File: src/speech_chip_command_decoder_macros.svh
// ----------------------------------------------------------------------------
// Assertion macros
// Shared concurrent assertion forms for the speech chip command decoder.
// ----------------------------------------------------------------------------
`ifndef SPEECH_CHIP_COMMAND_DECODER_MACROS_SVH
`define SPEECH_CHIP_COMMAND_DECODER_MACROS_SVH

// same-cycle implication under reset
`define SCC_ASSERT_NOW(label, clk, rst_n, ante, cons) \
	label: assert property (@(posedge clk) disable iff (!rst_n) (ante) |-> (cons)) \
		else $error("scc assertion failed");

// next-cycle implication under reset
`define SCC_ASSERT_NEXT(label, clk, rst_n, ante, cons) \
	label: assert property (@(posedge clk) disable iff (!rst_n) (ante) |=> (cons)) \
		else $error("scc assertion failed");

`endif

File: src/scc_pkg.sv
// ----------------------------------------------------------------------------
// scc_pkg
// Types and constants shared by the command decoder modules.
// ----------------------------------------------------------------------------
package scc_pkg;

	localparam logic [15:0] DEVICE_PAGE = 16'h040A;

	localparam logic [1:0] EV_NONE  = 2'd0;
	localparam logic [1:0] EV_PLAY  = 2'd1;
	localparam logic [1:0] EV_RANGE = 2'd2;
	localparam logic [1:0] EV_RESET = 2'd3;

	localparam logic [1:0] CMD_OPTION = 2'd0;
	localparam logic [1:0] CMD_VOICE  = 2'd3;

	localparam logic CFG_ENABLE  = 1'b0;
	localparam logic CFG_SAMPLES = 1'b1;

	typedef struct packed {
		logic       half_vol;
		logic       standby;
		logic       dac_sel;
		logic [1:0] volume;
		logic [1:0] repeat_code;
		logic       smooth;
	} settings_t;

	typedef struct packed {
		logic [1:0] event_kind;
		logic [6:0] sample_index;
		logic [2:0] attenuation_steps;
		logic       half_volume;
		logic       standby_off;
		logic       dac_output;
		logic [1:0] repeat_mode;
		logic       smooth_on;
	} result_t;

	typedef struct packed {
		logic       enable;
		logic [6:0] sample_count;
	} cfg_t;

endpackage

File: src/scc_decode.sv
// ----------------------------------------------------------------------------
// scc_decode
// Holds the command phase and the option and voice settings, decodes one request per cycle while advance is high.
// ----------------------------------------------------------------------------
module scc_decode (
	input  logic               clk,
	input  logic               arst_n,
	input  logic               advance,
	input  scc_pkg::cfg_t      cfg,
	input  logic [15:0]        page,
	input  logic [6:0]         data,
	output scc_pkg::result_t   result
);
	import scc_pkg::*;

	settings_t  set_q;
	settings_t  set_d;
	logic       awaiting_q;
	logic       awaiting_d;
	logic       hit;
	logic [6:0] idx;
	logic [1:0] kind;
	logic [6:0] sample;

	assign hit = cfg.enable && (page == DEVICE_PAGE);
	assign idx = data - 7'd1;

	always_comb begin
		set_d      = set_q;
		awaiting_d = awaiting_q;
		kind       = EV_NONE;
		sample     = '0;
		if (hit) begin
			if (data == '0) begin
				set_d = '0;
				kind  = EV_RESET;
			end else if (!awaiting_q) begin
				case (data[6:5])
					CMD_OPTION: begin
						set_d.half_vol = set_q.half_vol | data[0];
						set_d.standby  = set_q.standby | data[2];
						set_d.dac_sel  = set_q.dac_sel | data[3];
					end
					CMD_VOICE: begin
						set_d.volume      = data[1:0];
						set_d.repeat_code = data[3:2];
						set_d.smooth      = data[4];
						awaiting_d        = 1'b1;
					end
					default: begin
					end
				endcase
			end else begin
				awaiting_d = 1'b0;
				if (idx < cfg.sample_count) begin
					kind   = EV_PLAY;
					sample = idx;
				end else begin
					kind = EV_RANGE;
				end
			end
		end
	end

	always_ff @(posedge clk or negedge arst_n) begin
		if (!arst_n) begin
			set_q      <= '0;
			awaiting_q <= 1'b0;
		end else if (advance) begin
			set_q      <= set_d;
			awaiting_q <= awaiting_d;
		end
	end

	always_comb begin
		result.event_kind        = kind;
		result.sample_index      = sample;
		result.attenuation_steps = {2'b00, set_d.half_vol} + {1'b0, set_d.volume};
		result.half_volume       = set_d.half_vol;
		result.standby_off       = set_d.standby;
		result.dac_output        = set_d.dac_sel;
		result.repeat_mode       = set_d.repeat_code;
		result.smooth_on         = set_d.smooth;
	end

endmodule

File: src/scc_out_reg.sv
// ----------------------------------------------------------------------------
// scc_out_reg
// Result register with valid/ready handshake toward the consumer.
// ----------------------------------------------------------------------------
module scc_out_reg (
	input  logic               clk,
	input  logic               arst_n,
	input  logic               load,
	input  scc_pkg::result_t   res_in,
	input  logic               ready,
	output logic               valid,
	output scc_pkg::result_t   res_q
);
	import scc_pkg::*;

	always_ff @(posedge clk or negedge arst_n) begin
		if (!arst_n) begin
			valid <= 1'b0;
		end else if (load) begin
			valid <= 1'b1;
		end else if (ready) begin
			valid <= 1'b0;
		end
	end

	always_ff @(posedge clk) begin
		if (load) begin
			res_q <= res_in;
		end
	end

endmodule

File: src/speech_chip_command_decoder.sv
// ----------------------------------------------------------------------------
// speech_chip_command_decoder
// Bus command decoder for a speech sample chip: filters device-page writes,
// tracks option and voice settings, and reports play, out-of-range and reset events.
// ----------------------------------------------------------------------------
// One result per accepted request. A request enters the input register, is
// decoded against the settings registers and, once the result register can
// take it, lands there; a new request is taken every cycle as long as the
// result register drains. Configuration writes (enable, sample count) take
// effect at the next edge and are meant to be issued while no request is in
// flight.
`include "speech_chip_command_decoder_macros.svh"

module speech_chip_command_decoder (
	input  logic        clk,
	input  logic        arst_n,
	input  logic        cfg_we,
	input  logic        cfg_index,
	input  logic [6:0]  cfg_data,
	input  logic        in_valid,
	output logic        in_ready,
	input  logic [31:0] bus_address,
	input  logic [7:0]  write_data,
	output logic        out_valid,
	input  logic        out_ready,
	output logic [1:0]  event_kind,
	output logic [6:0]  sample_index,
	output logic [2:0]  attenuation_steps,
	output logic        half_volume,
	output logic        standby_off,
	output logic        dac_output,
	output logic [1:0]  repeat_mode,
	output logic        smooth_on
);
	import scc_pkg::*;

	cfg_t        cfg_q;
	logic        valid_s1;
	logic [15:0] page_s1;
	logic [6:0]  data_s1;
	logic        advance;
	result_t     res_d;
	result_t     res_q;

	always_ff @(posedge clk or negedge arst_n) begin
		if (!arst_n) begin
			cfg_q <= '0;
		end else if (cfg_we) begin
			case (cfg_index)
				CFG_ENABLE:  cfg_q.enable       <= cfg_data[0];
				CFG_SAMPLES: cfg_q.sample_count <= cfg_data;
				default: begin
				end
			endcase
		end
	end

	assign advance  = valid_s1 && (!out_valid || out_ready);
	assign in_ready = !valid_s1 || advance;

	always_ff @(posedge clk or negedge arst_n) begin
		if (!arst_n) begin
			valid_s1 <= 1'b0;
		end else if (in_ready) begin
			valid_s1 <= in_valid;
		end
	end

	always_ff @(posedge clk) begin
		if (in_valid && in_ready) begin
			page_s1 <= bus_address[31:16];
			data_s1 <= write_data[6:0];
		end
	end

	scc_decode u_decode (
		.clk     (clk),
		.arst_n  (arst_n),
		.advance (advance),
		.cfg     (cfg_q),
		.page    (page_s1),
		.data    (data_s1),
		.result  (res_d)
	);

	scc_out_reg u_out_reg (
		.clk    (clk),
		.arst_n (arst_n),
		.load   (advance),
		.res_in (res_d),
		.ready  (out_ready),
		.valid  (out_valid),
		.res_q  (res_q)
	);

	assign event_kind        = res_q.event_kind;
	assign sample_index      = res_q.sample_index;
	assign attenuation_steps = res_q.attenuation_steps;
	assign half_volume       = res_q.half_volume;
	assign standby_off       = res_q.standby_off;
	assign dac_output        = res_q.dac_output;
	assign repeat_mode       = res_q.repeat_mode;
	assign smooth_on         = res_q.smooth_on;

	`SCC_ASSERT_NOW(a_atten_range, clk, arst_n, out_valid, attenuation_steps <= 3'd4)
	`SCC_ASSERT_NOW(a_play_in_range, clk, arst_n, out_valid && event_kind == EV_PLAY, sample_index < cfg_q.sample_count)
	`SCC_ASSERT_NOW(a_index_zero, clk, arst_n, out_valid && event_kind != EV_PLAY, sample_index == 7'd0)
	`SCC_ASSERT_NEXT(a_stage_hold, clk, arst_n, valid_s1 && !advance, valid_s1)

endmodule
File: config.mk
export PLATFORM = sky130hd
export DESIGN_NAME = speech_chip_command_decoder
export DESIGN_NICKNAME = d
export VERILOG_FILES = /design/src/scc_pkg.sv /design/src/scc_decode.sv /design/src/scc_out_reg.sv /design/src/speech_chip_command_decoder.sv
export VERILOG_INCLUDE_DIRS = /design/src /design/src/src
export SDC_FILE = /design/constraint.sdc
export NUM_CORES = 1
export LEC_CHECK = 0
export BUFFER_PORTS_ARGS = -buffer_cell sky130_fd_sc_hd__buf_2
export CORE_MARGIN = 5
export CORE_UTILIZATION = 55
export CTS_CLUSTER_DIAMETER = 80
export DETAILED_ROUTE_END_ITERATION = 8
export PLACE_DENSITY_LB_ADDON = 0.08
export SLEW_MARGIN = 20
export SYNTH_ARGS = -nofsm -noshare
export SYNTH_HDL_FRONTEND = slang
export SYNTH_SLANG_ARGS = --single-unit
File: constraint.sdc
create_clock -name clk -period 6.1 [get_ports clk]
set_clock_uncertainty 0.2 [all_clocks]
set_input_delay 0 -clock clk [delete_from_list [all_inputs] [get_ports clk]]
set_output_delay 0 -clock clk [all_outputs]
set_load 0.03 [all_outputs]
==> results.json, run 1 <==
{
  "leakage_nw": 1.526,
  "via_per_inst": 5.365,
  "post_cts_buffers": 0,
  "total_power_mw": 1.012,
  "cts_tree": "done",
  "worstSetupEndpointType": "flip-flop",
  "die_width_um": 79,
  "yosys_warnings": 0,
  "antenna_found_initial": 0,
  "hold_violations": 0,
  "post-route-util_pct": 76.19,
  "critPathSlowestCell": "edfxtp_1",
  "timing.setup.tns_ns": 0,
  "async_flop_share_pct": 31.67,
  "power.density_nw_per_um2": 285.1,
  "final_cell_count_no_fill": 340,
  "syn_inst": 181,
  "clk_pin_slew_ns": 0.06,
  "grt_pass1_wl_um": 8756,
  "synth_seq_area_share_pct": 65.17,
  "synth_edf_count": 41,
  "nets": 344,
  "critical_path_arrival_ns": 2.96,
  "maxCapViolCount": 0,
  "synth_ff_type": "edfxtp_1",
  "crit_required_ns": 6.04,
  "drc": 0,
  "rows": 25,
  "wl_um": 5181,
  "preCtsSetupSlack_ns": 3.201,
  "routabilityCongestion": 0.8169,
  "root_buffer": "clkbuf_8",
  "cts_buffers": 9,
  "dpl.cell_count": 287,
  "synth_top_area_share_pct": 47.01,
  "holdPathStages": 3,
  "whs_ns": 0.09835,
  "grt_use_total_pct": 18.87,
  "rsz0062_at_grt": "no",
  "hold_path.class": "in2reg",
  "grt_overflow": 0,
  "vias": 1824,
  "post_dp_cell_area_um2": 2949,
  "area_delta_synth_final_pct": 35.59,
  "status": "completed",
  "ys_seq_elements": 60,
  "reg2reg_depth": 8,
  "grt_max_degree": 24,
  "path_max_fanout": 8,
  "yosys.cell_types.count": 41,
  "synth_nets": 244,
  "worstSetupPathType": "reg2reg",
  "nFillCells": 287,
  "crit_chain": "nor3_1, nand3_1, xnor2_1, ha_1, o21a_1, a21oi_1, o211ai_1, nor3b_1",
  "min_period_over_period_pct": 49.50,
  "synthTopCellsByArea": "edfxtp_1, dfrtp_1, ha_1, mux2_2, a22o_1",
  "avgSynthCellArea_um2": 14.47,
  "clockBufferDepth": 2,
  "peakVddDrop_mv": 0.2196,
  "synth_area_um2": 2619,
  "initial_core_util_pct": 56.19,
  "insertion_delay_ns": 0.33,
  "finalInstanceArea_um2": 3551,
  "relSlewSlack_pct": 35.81,
  "port_buffers": 55,
  "avgRoutedWirePerCell_um": 15.24,
  "die-area_um2": 6241,
  "diodes": 0,
  "htreeDepth": 3,
  "first_global_vias": 1880,
  "worstMarginPinSlew_ns": 0.9628,
  "fin_ws_ns": 3.081,
  "final.min_clock_period_ns": 3.019,
  "synth_top_cell_by_area": "edfxtp_1",
  "ctsResizeCount": 0,
  "start_kind": "flip-flop",
  "slowest_delay_ns": 0.51,
  "numClockSinks": 60,
  "die_h_um": 79,
  "finalSetupViolCount": 0,
  "ioPinCount": 73,
  "dp_hpwl_um": 3472,
  "first_pass_iters": 4,
  "route.antenna.remaining_nets": 0,
  "drive_gt1_share_pct": 30.07,
  "max_freq_mhz": 331.2,
  "drt_iter0_drc": 116,
  "coreArea_um2": 4661,
  "drv_slew": 0
}
[cell usage after synthesis, types with 2 or more instances]
| cell type | count |
|---|---|
| edfxtp_1 | 41 |
| dfrtp_1 | 19 |
| inv_1 | 11 |
| a22o_1 | 10 |
| ha_1 | 10 |
| nor2_1 | 10 |
| mux2_2 | 8 |
| nor3_1 | 7 |
| a41oi_1 | 6 |
| and2_1 | 5 |
| nand2_1 | 5 |
| nor3b_1 | 5 |
| nand3_1 | 4 |
| nand4_1 | 4 |
| xnor2_1 | 3 |
| a21oi_1 | 2 |
| clkbuf_1 | 2 |
| nand2b_1 | 2 |
| nand3b_1 | 2 |
| nor2b_1 | 2 |
| or4b_4 | 2 |
| xor2_1 | 2 |
[power breakdown]
part | internal (mW) | switching, mW | leakage [nW] | total (mW)
Sequential | 0.466 | 0.0135 | 0.637 | 0.479
Combinational | 0.0543 | 0.0656 | 0.771 | 0.120
Clock | 0.270 | 0.143 | 0.117 | 0.413
Total | 0.790 | 0.222 | 1.53 | 1.01
[layout by cell type, fill, tap and decap left out, drive strengths merged, types with 2 or more instances in the layout]
cell and instances:
inv 11, nor3b 5, buf 55, nand2 5, edfxtp 41, and2 5
xor2 2, nand4 4, or3 2, nand2b 2, bufinv 3, nor2 10
nand3b 2, ha 10, xnor2 3, a21oi 2, mux2 8, clkinv 2
nor4 2, nand3 4, a41oi 6, a22o 10, dlygate4sd3 37, clkbuf 11
nor2b 2, or4b 2, dfrtp 19, nor3 9
[cell families (layout without fill, tap and decap cells)]
family | Yosys count | after routing | share of synthesized area (%)
DFF | 60 | 60 | 65.17
and+or+nand+nor | 57 | 57 | 14.29
AOI/OAI and AO/OA | 26 | 26 | 8.218
buffers and inverters | 14 | 119 | 2.054
adders and majority gates | 10 | 10 | 4.778
muxes | 9 | 9 | 3.822
xor gates and xnor gates | 5 | 5 | 1.673
[worst paths after layout]
check / startpoint / to / slack (ns)
worst max-delay path: data_s1[2] / u_out_reg.res_q[15] / 3.08
worst min-delay path: cfg_we / cfg_q[2] / 0.1
worst max register to register: data_s1[2] / u_out_reg.res_q[15] / 3.08
worst min register to register: valid_s1 / u_out_reg.valid / 0.30
max in group asynchronous: arst_n / u_decode.set_q[2] / 4.45
min in group asynchronous: arst_n / cfg_q[7] / 0.68
[cell type report]
| class | count | area [um^2] | area share, % |
|---|---|---|---|
| inverter | 11 | 41.29 | 1.163 |
| sequential | 60 | 1707 | 48.06 |
| clock inverter | 5 | 100.1 | 2.819 |
| timing repair buffer | 92 | 645.6 | 18.18 |
| multi-input combinational | 107 | 858.3 | 24.17 |
| tap | 54 | 67.56 | 1.903 |
| clock buffer | 11 | 131.4 | 3.700 |
[per-layer routing]
metal / up-vias / part of all wire, % / wire length, um / track usage, %
li1: 894 / - / - / -
met1: 860 / 40 / 2063 / 22.11
met2: 56 / 52 / 2704 / 31.31
met3: 14 / 5.5 / 285 / 6.349
met4: 0 / 2.5 / 128 / 8.763
met5: - / 0 / 0 / 0
[what timing repair did]
| action | 4_1_cts | 5_1_grt |
|---|---|---|
| endpoints found under the setup margin | 0 | 0 |
| hold buffers | 37 | 0 |
| hold endpoints to repair | 52 | 0 |
[critical path: cells and delay by family, from the launching register on]
family	cells	cell delay (ns)
adder cells (fa/ha/maj)	1	0.30
flip-flops	1	0.51
AND/OR/NAND/NOR	3	0.87
AO/OA/AOI/OAI	3	0.69
XOR/XNOR	1	0.26
[flip-flops by register name (all words and copies together) (netlist names)]
register / flops
page_s1: 16
u_out_reg.res_q: 18
cfg_q: 8
data_s1: 7
u_out_reg.valid: 1
u_decode.awaiting_q: 1
valid_s1: 1
u_decode.set_q: 8
Power figures use the tool's default switching activity.
==> inputs of run 2 (changes only) <==
CORE_UTILIZATION = 47   (was 55)
clock period = 2.58 ns   (was 6.1 ns; I/O delays follow)
==> run 2 against run 1 <==
Compared with the run above:
- power grew 120%
- sequential share of layout area decreased by 4.6 points
- sequential power is 140% higher
- clock power grew 72%
- fmax increased by 19%
- setup slack got worse by 3.0 ns
- largest cell class unchanged
- flip-flop and latch count unchanged
- critical path depth grew 2
- critical endpoint is now u_out_reg.res_q[11]
- highest routed layer unchanged
==> results.json, run 2 (synthesis results as in run 1) <==
{
  "routabilityCongestion": 0.8066,
  "clockBufferDepth": 2,
  "drv_slew": 0,
  "die_h_um": 84.65,
  "relSlewSlack_pct": 38.45,
  "root_buffer": "clkbuf_8",
  "clk_pin_slew_ns": 0.07,
  "first_pass_iters": 4,
  "htreeDepth": 3,
  "worstSetupPathType": "reg2reg",
  "worstSetupEndpointType": "flip-flop",
  "start_kind": "flip-flop",
  "power.density_nw_per_um2": 564.0,
  "hold-path-endpoint": "cfg_q[0]",
  "drive_gt1_share_pct": 43.89,
  "grt_use_total_pct": 17.50,
  "drt_iter0_drc": 126,
  "coreArea_um2": 5473,
  "cts_buffers": 9,
  "avgRoutedWirePerCell_um": 15.16,
  "rows": 27,
  "port_buffers": 55,
  "fin_ws_ns": 0.05183,
  "first_global_vias": 2059,
  "regToRegSetupSlack_ns": 0.05,
  "insertion_delay_ns": 0.33,
  "multiInputGateArea_um2": 1021,
  "route.antenna.remaining_nets": 0,
  "finalSetupViolCount": 0,
  "critPathSlowestCell": "edfxtp_1",
  "numClockSinks": 60,
  "total_power_mw": 2.212,
  "status": "completed",
  "largest_reg_flops": 18,
  "area_delta_synth_final_pct": 49.78,
  "nFillCells": 385,
  "post_dp_cell_area_um2": 3182,
  "drc": 0,
  "max_freq_mhz": 395.5,
  "diodes": 0,
  "min_period_over_period_pct": 97.99,
  "ioPinCount": 73,
  "worst-path-stages": 10,
  "nets": 377,
  "final_cell_mix": "buf_2, edfxtp_1, dlygate4sd3_1, buf_4, dfrtp_1",
  "grt_overflow": 0,
  "finalInstanceArea_um2": 3923,
  "grt_pass1_wl_um": 9777,
  "slowest_delay_ns": 0.44,
  "final.min_clock_period_ns": 2.528,
  "die_width_um": 84.65,
  "crit_family": "simple AND/OR/NAND/NOR gates",
  "crit_required_ns": 2.52,
  "reg_top3": "u_out_reg.res_q (18), page_s1 (16)",
  "rsz0062_at_grt": "yes",
  "hold_violations": 0,
  "worstReg2RegStart": "data_s1[3]",
  "critical_path_arrival_ns": 2.47,
  "wl_um": 5928,
  "grt_max_degree": 24,
  "path_max_fanout": 8,
  "peakVddDrop_mv": 0.4452,
  "worstMarginPinSlew_ns": 0.9202,
  "min_from": "cfg_we",
  "crit_chain": "nor3_2, buf_4, nand3_4, xnor2_4, ha_4, o21a_1, a21oi_2, o211ai_1, buf_4, nor3b_1",
  "antenna_found_initial": 0,
  "whs_ns": 0.03861,
  "cp_num_buf_inv": 2,
  "seq_area_um2": 1707,
  "reg2reg_depth": 10,
  "via_per_inst": 5.061,
  "vias": 1979,
  "initial_core_util_pct": 47.85,
  "top_register": "u_out_reg.res_q",
  "r2r-end": "u_out_reg.res_q[11]",
  "die-area_um2": 7165,
  "dp_hpwl_um": 3770,
  "leakage_nw": 1.711,
  "final_common_cell": "buf_2",
  "crit_top_cell": "buf_4",
  "maxCapViolCount": 0,
  "cts_tree": "done",
  "holdPathStages": 3,
  "preCtsSetupSlack_ns": -0.1199,
  "hold_path.class": "in2reg"
}
==> run 2: changes by cell type in the layout (fill, tap and decap cells not counted), sizes merged <==
cell and change:
clkinv +1, bufinv -3, clkbuf +2, buf +33
==> run 2: where the power goes <==
part | leakage [nW] | internal, mW | switching [mW] | total, mW
registers | 0.637 | 1.10 | 0.0269 | 1.13
logic | 0.989 | 0.184 | 0.189 | 0.373
clock network | 0.0848 | 0.369 | 0.342 | 0.712
==> run 2: final cells by class <==
type	count	area share, %
clock buffers	13	3.796
clock inverters	3	0.3509
inverters	11	1.053
multi-input cells	107	26.03
flip-flops and latches	60	43.51
well taps	72	2.297
repair buffers	125	22.97
==> run 2: how the worst max path moves through the flow <==
| stage | startpoint | endpoint |
|---|---|---|
| 6_report | data_s1[3] | u_out_reg.res_q[11] |
| 5_1_grt | data_s1[3] | u_out_reg.res_q[11] |
| 4_1_cts | data_s1[2] | u_out_reg.res_q[12] |
| 3_5_place_dp | data_s1[2] | u_out_reg.res_q[14] |
| 3_3_place_gp | page_s1[4] | u_out_reg.res_q[7] |
| 2_1_floorplan | page_s1[4] | u_out_reg.res_q[7] |
==> run 2: repair_timing <==
action / in CTS / in global routing
hold buffers: 37 / 0
gates resized for setup: 5 / 27
endpoints found under the setup margin: 9 / 10
pin swaps: 5 / 9
endpoints found under the hold margin: 52 / 0
buffers inserted: 2 / 6
==> run 2: worst min-delay path, stage by stage <==
cell,delay [ns]
buf_2,0.10
nand2_1,0.22
mux2_2,0.20
==> run 2: layer usage <==
layer | vias to the layer above | GRT usage [%] | part of all wire (%)
met5 | - | 0 | 0
met4 | 0 | 8.489 | 1.1
met3 | 4 | 4.024 | 6.0
met2 | 68 | 29.18 | 52
met1 | 944 | 21.32 | 41
li1 | 963 | - | -
==> run 2: per-stage QoR <==
| stage | std cells | util (%) | TNS (ns) |
|---|---|---|---|
| after floorplan | 181 | - | 0 |
| after global placement | 333 | 58.14 | -0.03354 |
| after detailed placement | 333 | 58.14 | -0.3383 |
| after CTS | 385 | 68.18 | 0 |
| after global routing | 391 | 71.67 | -0.1740 |
| final | 391 | 71.67 | 0 |
